## src/hdl/bgr_fifo.sv

```systemverilog
`default_nettype none
module bgr_fifo #(
  parameter int WIDTH = 28,
  parameter int DEPTH = 8
) (
  input  logic             clk,
  input  logic             rst,
  input  logic             push,
  input  logic [WIDTH-1:0] wdata,
  output logic             rd_valid,
  input  logic             pop,
  output logic [WIDTH-1:0] rdata
);

  localparam int PTR_W = $clog2(DEPTH);
  localparam int CNT_W = $clog2(DEPTH + 1);

  logic [WIDTH-1:0] mem [DEPTH];
  logic [PTR_W-1:0] wr_ptr;
  logic [PTR_W-1:0] rd_ptr;
  logic [CNT_W-1:0] count;

  assign rd_valid = (count != '0);
  assign rdata    = mem[rd_ptr];

  // Store pushed words
  always_ff @(posedge clk) begin
    if (push) begin
      mem[wr_ptr] <= wdata;
    end
  end

  // Advance pointers and count
  always_ff @(posedge clk) begin
    if (rst) begin
      wr_ptr <= '0;
      rd_ptr <= '0;
      count  <= '0;
    end else begin
      if (push) begin
        wr_ptr <= (wr_ptr == PTR_W'(DEPTH - 1)) ? '0 : wr_ptr + 1'b1;
      end
      if (pop) begin
        rd_ptr <= (rd_ptr == PTR_W'(DEPTH - 1)) ? '0 : rd_ptr + 1'b1;
      end
      case ({push, pop})
        2'b10:   count <= count + 1'b1;
        2'b01:   count <= count - 1'b1;
        default: count <= count;
      endcase
    end
  end

  a_no_overflow: assert property (@(posedge clk) disable iff (rst)
    push && !pop |-> count < CNT_W'(DEPTH))
    else $error("result queue overflow");

  a_count_up: assert property (@(posedge clk) disable iff (rst)
    push && !pop |=> count == $past(count) + 1'b1)
    else $error("queue count failed to advance");

  a_count_down: assert property (@(posedge clk) disable iff (rst)
    !push && pop |=> count == $past(count) - 1'b1)
    else $error("queue count failed to drop");

endmodule
`default_nettype wire

```

## config.mk

```make
export PLATFORM = sky130hd
export DESIGN_NAME = bgr_fifo
export DESIGN_NICKNAME = d
export VERILOG_FILES = /design/src/hdl/bgr_fifo.sv
export SDC_FILE = /design/constraint.sdc
export NUM_CORES = 1
export LEC_CHECK = 0
export BUFFER_PORTS_ARGS = -buffer_cell sky130_fd_sc_hd__clkbuf_2
export CAP_MARGIN = 20
export CORE_MARGIN = 2
export CORE_UTILIZATION = 54
export DETAILED_ROUTE_END_ITERATION = 8
export PLACE_DENSITY = 0.75
export SLEW_MARGIN = 15
export SYNTH_ARGS = -nofsm -noshare
export SYNTH_HDL_FRONTEND = slang
export SYNTH_SLANG_ARGS = --single-unit
```

## constraint.sdc

```tcl
create_clock -name clk -period 3.35 [get_ports clk]
set_clock_uncertainty 0.15 [all_clocks]
set_input_delay 0.67 -clock clk [delete_from_list [all_inputs] [get_ports clk]]
set_output_delay 0.67 -clock clk [all_outputs]
set_load 0.005 [all_outputs]
```

==> summary.md <==
| Metric | Value |
|---|---|
| Outcome | finished clean |
| Final antenna-violating net count | 0 |
| Iter 0 DRT Violations | about 330 |
| Worst-path cell chain | buf_12, mux4_2, mux2_2, clkbuf_2 |
| P_leak | 3.50 nW |
| Max Transition Viols Final | 0 |
| Vias/cell | 5.79 |
| Mapped cell area | approximately 9100 um^2 |
| Min-delay worst type | input port to flip-flop |
| Flop pwr share | 53.8% |
| TritonRoute pass-1 iters | 4 |
| Internal Power | 4.96 mW |
| Top-Level Pins | 61 |
| Die width | 134 um |
| Global-route wire length before repair | between 20000 and 30000 um |
| #FFs+latches synth | 237 |
| Syn nets | 435 |
| Cts hold-fix bufs | 0 |
| Clk buf depth | 3 |
| Final Hold Fails | 0 |
| Max-slew headroom | about 60% |
| CTS tree | done |
| Delay-heaviest family, CP | flip-flops |
| Synth Area in Compound Gates | 0.524% |
| Final period utilization | 92.1% |
| Area of the core | 16500 um^2 |
| Yosys cell types | 27 |
| Fmax | 324 MHz |
| Most frequent cells in the layout | edfxtp_1 (224), clkbuf_2 (60), mux4_2 (50), mux2_2 (29), clkbuf_16 (23) |
| Worst-path cell with the longest stage delay | dfxtp_2 |
| Critical path launch point type | flip-flop |
| Clock slew seen by the registers of the worst setup and hold paths | 60 ps |
| Initial antenna violation count | 0 |
| Predominant post-synthesis flop cell | edfxtp_1 |
| Area growth syn-to-layout | 16.1% |
| Diode count | 0 |
| Die area | roughly 18000 um^2 |
| Global placement routability congestion | 0.699 |
| Avg Cell Area, Syn | 22.9 um^2 |
| Endpoints failing setup | 0 |
| Inst Count DP | 675 |
| Post-synthesis sequential area ratio | 77.0% |
| Synth Area in XOR/XNOR | 0.290% |
| Logic pwr share | roughly 6.7% |
| Rows | 47 |
| Post-synth ARST share | 0% |
| Crit path kind | flip-flop to primary output |
| Post-synth EDFFs | roughly 220 |
| CTS sink cnt | about 240 |
| Tmin final | 3080 ps |
| Commonest non-fill, non-tap cell in the layout | edfxtp_1 |
| Overflow after GRT | 0 |
| TNS Setup | 0 ps |
| Main combinational cell family by area after synthesis | multiplexers |
| CP max FO | 30 |
| Clk root buf | clkbuf_16 |
| Post-synthesis cell count | roughly 400 |
| Slew of the pin with the lowest slew margin | 577 ps |
| Initial Util | a little over half |
| Htree depth | 1 |
| Switch Pwr | approximately 1.3 mW |
| Num CTS Buffers | 23 |
| Clock Power Share | between 30% and 40% |
| Post-layout nets | about 530 |
| WL final | 16100 um |
| Worst vdd ir | 0.454 mV |
| Vias in the first global route | 4415 |
| DRC | 0 |
| Ys Warns | 0 |
| Worst path required time | 2530 ps |
| # port buffers | 60 |
| # Max-Cap Violations | 0 |
| Critical Path End Type | primary output |
| DR vias | 4195 |
| Power per cell area | 591 nW/um^2 |
| Largest net degree at the start of global routing | 31 |
| GRT Resource Usage Total | 18.8% |
| Simple-Gate Fraction of Synth Area | 1.61% |
| WL/cell | between 20 and 25 um |
| Worst hold margin | 258 ps |
| Worst EP arrival | 2260 ps |
| Number of cells in the finished layout apart from fillers | 725 |
| Clock latency on the worst-skew pair | 520 ps |
| Net switching fraction of the power | 20.4% |
| Layout cells sized above 1 | between 40 and 50% |
| Die Y-Extent | 134 um |
| Mux cell area share after synthesis | about 18% |
| DPL Wire Length | 9050 um |
| Worst path buffer plus inverter count | 2 |
| RSZ-0062 raised after global routing | no |
| Largest stage delay, worst path | 690 ps |
| Synth Area in Adders | 0.966% |
layer usage:
metal / track usage (%) / wire length [um] / up-vias
met5: 0 / 0 / -
met4: 5.44 / 314 / 0
met3: 3.16 / 961 / 24
met2: 30.9 / 8000 / 122
met1: 26.4 / 6830 / 2204
li1: - / - / 1845
registers in the layout, indices dropped and copies added (netlist names), named ones only:
name,flops
rd_ptr,3
count,4
mem,224
wr_ptr,3
what timing repair did:
action | CTS | global route
setup endpoints to repair | 0 | 1
setup buffers | 0 | 8
resized for setup | 0 | 0
through the flow:
step / utilization [%] / setup WS (ps) / total power, mW / area, um^2
after CTS: 63.4 / 40.3 / 6.28 / 10500
final: 63.7 / 265 / 6.22 / 10500
after global routing: 63.7 / 192 / 6.45 / 10500
after detailed placement: 59.0 / 646 / 3.82 / 9750
after floorplan: - / 34.1 / 3.66 / 9070
after global placement: 59.0 / 643 / 3.81 / 9750
cells in the mapped netlist (4+ instances only):
cell      instances  area (um^2)
edfxtp_1        224         6730
mux4_2           50         1130
mux2_2           29          327
nor2_1           17         63.8
dfxtp_1          13          260
clkbuf_1          7         26.3
ha_1              7         87.6
mux4_1            6          158
a21oi_1           5         25.0
buf_6             5         56.3
mux2i_1           4         40.0
nand2_1           4         15.0
nor3_1            4         20.0
worst reg2reg max path, cell delays in order, from the launching register on:
cell and delay [ps]:
dfxtp_1 340, nand2b_1 320, nor3_2 520, buf_4 390
power groups by stage:
stage	clock network (mW)	registers, mW	logic [mW]
after floorplan	0	3.40	0.262
after global placement	0	3.41	0.397
after detailed placement	0	3.42	0.408
after CTS	2.52	3.35	0.411
after global routing	2.64	3.35	0.459
final	2.46	3.35	0.418
area by class of cell:
cell class | count | area [um^2]
repair buffers | 84 | 505
clock buffers | 35 | 651
flip-flops and latches | 237 | 6990
clock inverters | 7 | 75.1
well taps | 220 | 275
inverters | 2 | 7.51
fillers | 1099 | 5990
multi-input cells | 140 | 2020
worst paths after layout:
path | startpoint | endpoint | slack [ps] | cells after the start
max reg2reg | wr_ptr[0] | mem[0][16] | 1310 | 3
min reg2reg | rd_ptr[0] | flip-flop | 380 | 2
min | wdata[27] | mem[6][27] | 260 | 1
max | flip-flop | rdata[10] | 270 | 4
cell families (layout without fill, tap and decap cells):
logic type | after synthesis | after routing
DFF | 237 | 237
buffers and inverters | 19 | 128
and+or+nand+nor | 32 | 32
xor gates and xnor gates | 3 | 3
adders and majority gates | 7 | 7
AOI/OAI and AO/OA | 8 | 8
muxes | 90 | 90
Power figures use the tool's default switching activity.
