==> src/hdl/bgr_pkg.sv <==
`default_nettype none
package bgr_pkg;

  // Defaults for the top-level parameters
  localparam int MAX_WIDTH_DEF  = 256;
  localparam int MAX_HEIGHT_DEF = 256;
  localparam int FRAC_BITS_DEF  = 14;
  localparam int DST_MAX_DEF    = 1024;

  // Fixed field widths
  localparam int PIX_W      = 8;
  localparam int SRC_W      = 8;
  localparam int DST_W      = 10;
  localparam int SIZE_REG_W = 9;
  localparam int STEP_W     = 24;
  localparam int POS_FRAC   = 16;
  localparam int COORD_W    = 12;
  localparam int CFG_IDX_W  = 2;
  localparam int CFG_DATA_W = 24;

  // Depth of the result queue
  localparam int OUT_DEPTH  = 8;

  typedef enum logic [CFG_IDX_W-1:0] {
    REG_SRC_WIDTH  = 2'd0,
    REG_SRC_HEIGHT = 2'd1,
    REG_X_STEP     = 2'd2,
    REG_Y_STEP     = 2'd3
  } cfg_reg_t;

  typedef enum logic {
    OP_WRITE   = 1'b0,
    OP_REQUEST = 1'b1
  } opcode_t;

  // One store access per cycle: a pixel write or a 2x2 neighbourhood read
  typedef struct packed {
    logic               wr;
    logic               rd;
    logic [COORD_W-1:0] wcol;
    logic [COORD_W-1:0] wrow;
    logic [PIX_W-1:0]   wpix;
    logic [COORD_W-1:0] x0;
    logic [COORD_W-1:0] y0;
  } store_cmd_t;

endpackage
`default_nettype wire

==> src/hdl/bgr_axis.sv <==
`default_nettype none
module bgr_axis #(
  parameter int MAX_SIZE  = 256,
  parameter int FRAC_BITS = 14
) (
  input  logic                            clk,
  input  logic [bgr_pkg::DST_W-1:0]       index,
  input  logic [bgr_pkg::STEP_W-1:0]      step,
  input  logic [bgr_pkg::SIZE_REG_W-1:0]  size,
  output logic [$clog2(MAX_SIZE)-1:0]     tap,
  output logic [FRAC_BITS-1:0]            frac
);
  import bgr_pkg::*;

  localparam int TW         = $clog2(MAX_SIZE);
  localparam int SW         = $clog2(MAX_SIZE + 1);
  localparam int PW         = DST_W + STEP_W;
  localparam int CLAMP_FRAC = (99 * (1 << FRAC_BITS)) / 100;

  logic [PW-1:0] pos;
  logic [SW-1:0] sz;
  logic [PW-1:0] thr;

  // Position in Q16
  always_ff @(posedge clk) begin
    pos <= PW'(index) * PW'(step);
  end

  // Saturate the configured size into range
  always_comb begin
    if (size < SIZE_REG_W'(2)) begin
      sz = SW'(2);
    end else if (size > MAX_SIZE) begin
      sz = SW'(MAX_SIZE);
    end else begin
      sz = SW'(size);
    end
    thr = PW'(sz - SW'(1)) << POS_FRAC;
  end

  // Split into tap and fraction, clamping at the last pair of taps
  always_ff @(posedge clk) begin
    if (pos >= thr) begin
      tap  <= TW'(sz - SW'(2));
      frac <= FRAC_BITS'(CLAMP_FRAC);
    end else begin
      tap  <= pos[POS_FRAC +: TW];
      frac <= pos[POS_FRAC-1 -: FRAC_BITS];
    end
  end

endmodule
`default_nettype wire

==> config.mk <==
export PLATFORM = sky130hd
export DESIGN_NAME = bgr_axis
export DESIGN_NICKNAME = d
export VERILOG_FILES = /design/src/hdl/bgr_pkg.sv /design/src/hdl/bgr_axis.sv
export SDC_FILE = /design/constraint.sdc
export NUM_CORES = 1
export LEC_CHECK = 0
export BUFFER_PORTS_ARGS = -buffer_cell sky130_fd_sc_hd__buf_4
export CORE_MARGIN = 2
export CORE_UTILIZATION = 40
export CTS_BUF_LIST = sky130_fd_sc_hd__clkbuf_4 sky130_fd_sc_hd__clkbuf_8
export DETAILED_ROUTE_END_ITERATION = 8
export HOLD_SLACK_MARGIN = 0.1
export PLACE_DENSITY = 0.64
export SKIP_CTS_REPAIR_TIMING = 1
export SYNTH_ARGS = -nofsm -noshare
export SYNTH_HDL_FRONTEND = slang
export SYNTH_SLANG_ARGS = --single-unit
export TNS_END_PERCENT = 5
==> constraint.sdc <==
create_clock -name clk -period 16.9 [get_ports clk]
set_clock_uncertainty 0.2 [all_clocks]
set_input_delay 2.535 -clock clk [delete_from_list [all_inputs] [get_ports clk]]
set_output_delay 2.535 -clock clk [all_outputs]
set_load 0.01 [all_outputs]
==> impl_metrics.xml <==
<?xml version="1.0" encoding="UTF-8"?>
<metrics>
  <group name="final_layout">
    <metric name="areaGrowthSynthToFinish" unit="%">6.898</metric>
    <metric name="finished_layout_cells" unit="">1497</metric>
    <metric name="post_route_core_utilization" unit="">0.4319</metric>
    <metric name="fin_area" unit="um^2">10780</metric>
    <metric name="design.final.nets" unit="">1474</metric>
    <metric name="fill_count" unit="">2501</metric>
    <metric name="n_antenna_cell" unit="">0</metric>
    <metric name="multi_input_comb_area" unit="um^2">7986</metric>
    <metric name="storage_cell_area" unit="um^2">1121</metric>
    <metric name="final_layout_size_suffix_gt1_frac" unit="">0.07027</metric>
  </group>
  <group name="timing">
    <metric name="rsz0062_at_grt" unit="">false</metric>
    <metric name="fmaxAchievable" unit="MHz">130.6</metric>
    <metric name="report.final.hold_viol_count" unit="">0</metric>
    <metric name="worstMarginPinSlew" unit="ps">1182</metric>
    <metric name="setup-tns-final" unit="ps">0</metric>
    <metric name="final_period_minus_worst_setup_slack" unit="ps">7655</metric>
    <metric name="layout_worst_path_cycle_share" unit="">0.4529</metric>
    <metric name="slew-limit-headroom" unit="">0.2067</metric>
    <metric name="finalSetupViolCount" unit="">0</metric>
    <metric name="hold_slack" unit="ps">262.1</metric>
    <metric name="final-max-slew-violation-count" unit="">0</metric>
  </group>
  <group name="critical_path">
    <metric name="worstRegToRegCells" unit="">8</metric>
    <metric name="rr_endpoint" unit="">frac[1]$_SDFF_PN0_</metric>
    <metric name="regToRegSetupSlack" unit="ps">14240</metric>
    <metric name="start_point_of_the_critical_path" unit="">index[3]</metric>
    <metric name="setup.worst_path.start_class" unit="">input pin</metric>
    <metric name="startpoint_of_the_most_critical_register_to_register_path" unit="">pos[17]$_DFF_P_</metric>
    <metric name="arrival" unit="ps">7660</metric>
    <metric name="required_arrival_time_at_the_worst_endpoint" unit="ps">16900</metric>
    <metric name="timing_worst_setup_path_type" unit="">input pin to flop</metric>
    <metric name="critical_path.max_fanout" unit="">24</metric>
    <metric name="critical_path.endpoint_type" unit="">flop</metric>
  </group>
  <group name="cts">
    <metric name="clkSinkCount" unit="">56</metric>
    <metric name="clock_transition_at_the_register_clock_pins_on_the_worst_setup_and_hold_paths_after_cts" unit="ps">90</metric>
    <metric name="cts_buffer_depth" unit="">2</metric>
    <metric name="clkLatencyLatePin" unit="ps">310</metric>
    <metric name="htreeDepth" unit="">2</metric>
    <metric name="tritoncts.num_buffers" unit="">5</metric>
    <metric name="clock-root-buffer" unit="">clkbuf_8</metric>
    <metric name="tritoncts" unit="">built</metric>
  </group>
  <group name="synthesis">
    <metric name="synth_area_per_cell" unit="um^2">8.710</metric>
    <metric name="synth_cell_type_count" unit="">59</metric>
    <metric name="syn-num-nets" unit="">1466</metric>
    <metric name="synth.largest_area_cell" unit="">fa_1</metric>
    <metric name="netlist_area" unit="um^2">10090</metric>
    <metric name="synth-edff-count" unit="">0</metric>
    <metric name="synth_area_leaders" unit="">fa_1, ha_1, dfxtp_1</metric>
    <metric name="ys_async_sr_fraction" unit="">0</metric>
    <metric name="synth-main-ff-cell" unit="">dfxtp_1</metric>
    <metric name="yosys_warnings" unit="">0</metric>
    <metric name="ys_ff_latch" unit="">56</metric>
    <metric name="syn-instance-count" unit="">1158</metric>
    <metric name="synth_sequential_area_ratio" unit="">0.1112</metric>
    <metric name="yosys.area.top_type_share" unit="">0.3454</metric>
  </group>
  <group name="routing">
    <metric name="route.detailed.wl_per_inst" unit="um">15.23</metric>
    <metric name="drtPass1Iterations" unit="">6</metric>
    <metric name="drtAntennaViolNets" unit="">0</metric>
    <metric name="route.final.wire_length" unit="um">22800</metric>
    <metric name="drc" unit="">0</metric>
    <metric name="routed_vias_inst" unit="">5.125</metric>
    <metric name="route.vias.total" unit="">7672</metric>
    <metric name="dr.first_iter.drc_count" unit="">513</metric>
  </group>
  <group name="placed_design">
    <metric name="place.port_buffers" unit="">65</metric>
    <metric name="post-place-cells" unit="">1489</metric>
    <metric name="placement_stage_cell_area" unit="um^2">10690</metric>
    <metric name="placed_wire_length_estimate" unit="um">18320</metric>
    <metric name="gp_congestion" unit="">0.8631</metric>
  </group>
  <group name="pwr">
    <metric name="total_leakage_power" unit="nW">5.396</metric>
    <metric name="peakVddDrop" unit="uV">116.1</metric>
    <metric name="powerDensity" unit="nW/um^2">192.4</metric>
  </group>
  <group name="die">
    <metric name="starting_density_of_the_core" unit="">0.4040</metric>
    <metric name="floorplan.io_pins" unit="">66</metric>
    <metric name="fp.coreArea" unit="um^2">24960</metric>
    <metric name="core.rowCount" unit="">58</metric>
    <metric name="die-area" unit="um^2">26500</metric>
    <metric name="die-width" unit="um">162.8</metric>
    <metric name="die_height" unit="um">162.8</metric>
  </group>
  <group name="global_route">
    <metric name="global_route_wire_length_before_repair" unit="um">39310</metric>
    <metric name="first_global_vias" unit="">7806</metric>
    <metric name="grt_max_degree" unit="">32</metric>
    <metric name="grtUsageTotal" unit="">0.1808</metric>
    <metric name="antenna_found_initial" unit="">0</metric>
    <metric name="grt_overflow" unit="">0</metric>
  </group>
  <group name="status">
    <metric name="outcome" unit="">finished, final reports clean</metric>
  </group>
  <group name="hold_path">
    <metric name="number_of_cells_traversed_by_the_worst_hold_path" unit="">2</metric>
    <metric name="worstHoldPathType" unit="">flop to flop</metric>
    <metric name="hold_start" unit="">pos[6]$_DFF_P_</metric>
    <metric name="endpoint_of_the_worst_hold_path" unit="">frac[4]$_SDFF_PN1_</metric>
  </group>
  <group name="run">
    <metric name="max_cap_violations" unit="">0</metric>
  </group>
</metrics>
-- cells by family after synthesis --
family | synth area share
AO/OA/AOI/OAI | 0.1053
XOR/XNOR | 0.02866
adder cells (fa/ha/maj) | 0.4570
buffers and inverters | 0.09701
flip-flops | 0.1112
AND/OR/NAND/NOR | 0.2008
-- per-stage QoR --
step / power [mW] / setup slack [ps]
3_5_place_dp: 1.995 / 8908
4_1_cts: 2.079 / 9247
6_report: 2.074 / 9245
5_1_grt: 2.344 / 9043
2_1_floorplan: 1.586 / 9324
3_3_place_gp: 1.983 / 8971
-- routing by layer --
metal,GRT usage,vias up,wire length (um)
met2,0.2953,208,10190
li1,-,3670,-
met1,0.2648,3769,11080
met3,0.01681,25,1257
met4,0.03097,0,281
met5,0,-,0
-- critical path, cell delays in order --
cell,delay (ps)
buf_4,280
nand2_1,130
fa_1,540
inv_1,50
fa_1,530
fa_1,440
fa_1,550
inv_1,50
fa_1,520
inv_1,40
ha_1,390
a21o_1,220
o21bai_1,200
a211oi_1,320
o211ai_1,240
a211oi_1,360
o21ai_1,120
xnor2_1,130
-- Yosys cell counts, types with 8 or more instances --
library cell	instances
dfxtp_1	56
xor2_1	13
nor2_1	32
clkbuf_1	56
o21a_1	8
a21oi_1	45
fa_1	174
or3_1	11
a21o_1	22
nor3_1	13
nand4_1	9
and2_1	122
nand3_1	12
o21ai_0	22
ha_1	90
xnor2_1	20
nand2_1	162
a211oi_1	8
inv_1	182
-- final cells by class --
cell class,count,area share
sequential,56,0.1040
inverter,182,0.06336
multi-input combinational,856,0.7407
timing repair buffer,65,0.04526
clock buffer,6,0.007079
tap,330,0.03830
clock inverter,2,0.001277
-- worst max-delay path by stage --
stage	to	slack [ps]
after global placement	pos[33]$_DFF_P_	8970
final	pos[33]$_DFF_P_	9250
after CTS	pos[33]$_DFF_P_	9250
after floorplan	pos[33]$_DFF_P_	9320
after detailed placement	pos[33]$_DFF_P_	8910
after global routing	pos[33]$_DFF_P_	9040
-- report_power, final --
part | internal [mW] | switching (mW)
clock network | 0.0312 | 0.0409
registers | 0.219 | 0.0268
logic | 0.727 | 1.03
-- registers in the layout, indices dropped and copies added (netlist names) --
register	count
frac	14
pos	34
tap	8
-- cell usage in the layout, fill, tap and decap left out, drive strengths merged, types with 22 or more instances in the layout --
master / n
a21o: 22
nand2: 162
a21oi: 47
o21ai: 28
inv: 183
fa: 174
ha: 90
and2: 124
buf: 65
dfxtp: 56
nor2: 32
(Power assumes the default switching activity.)
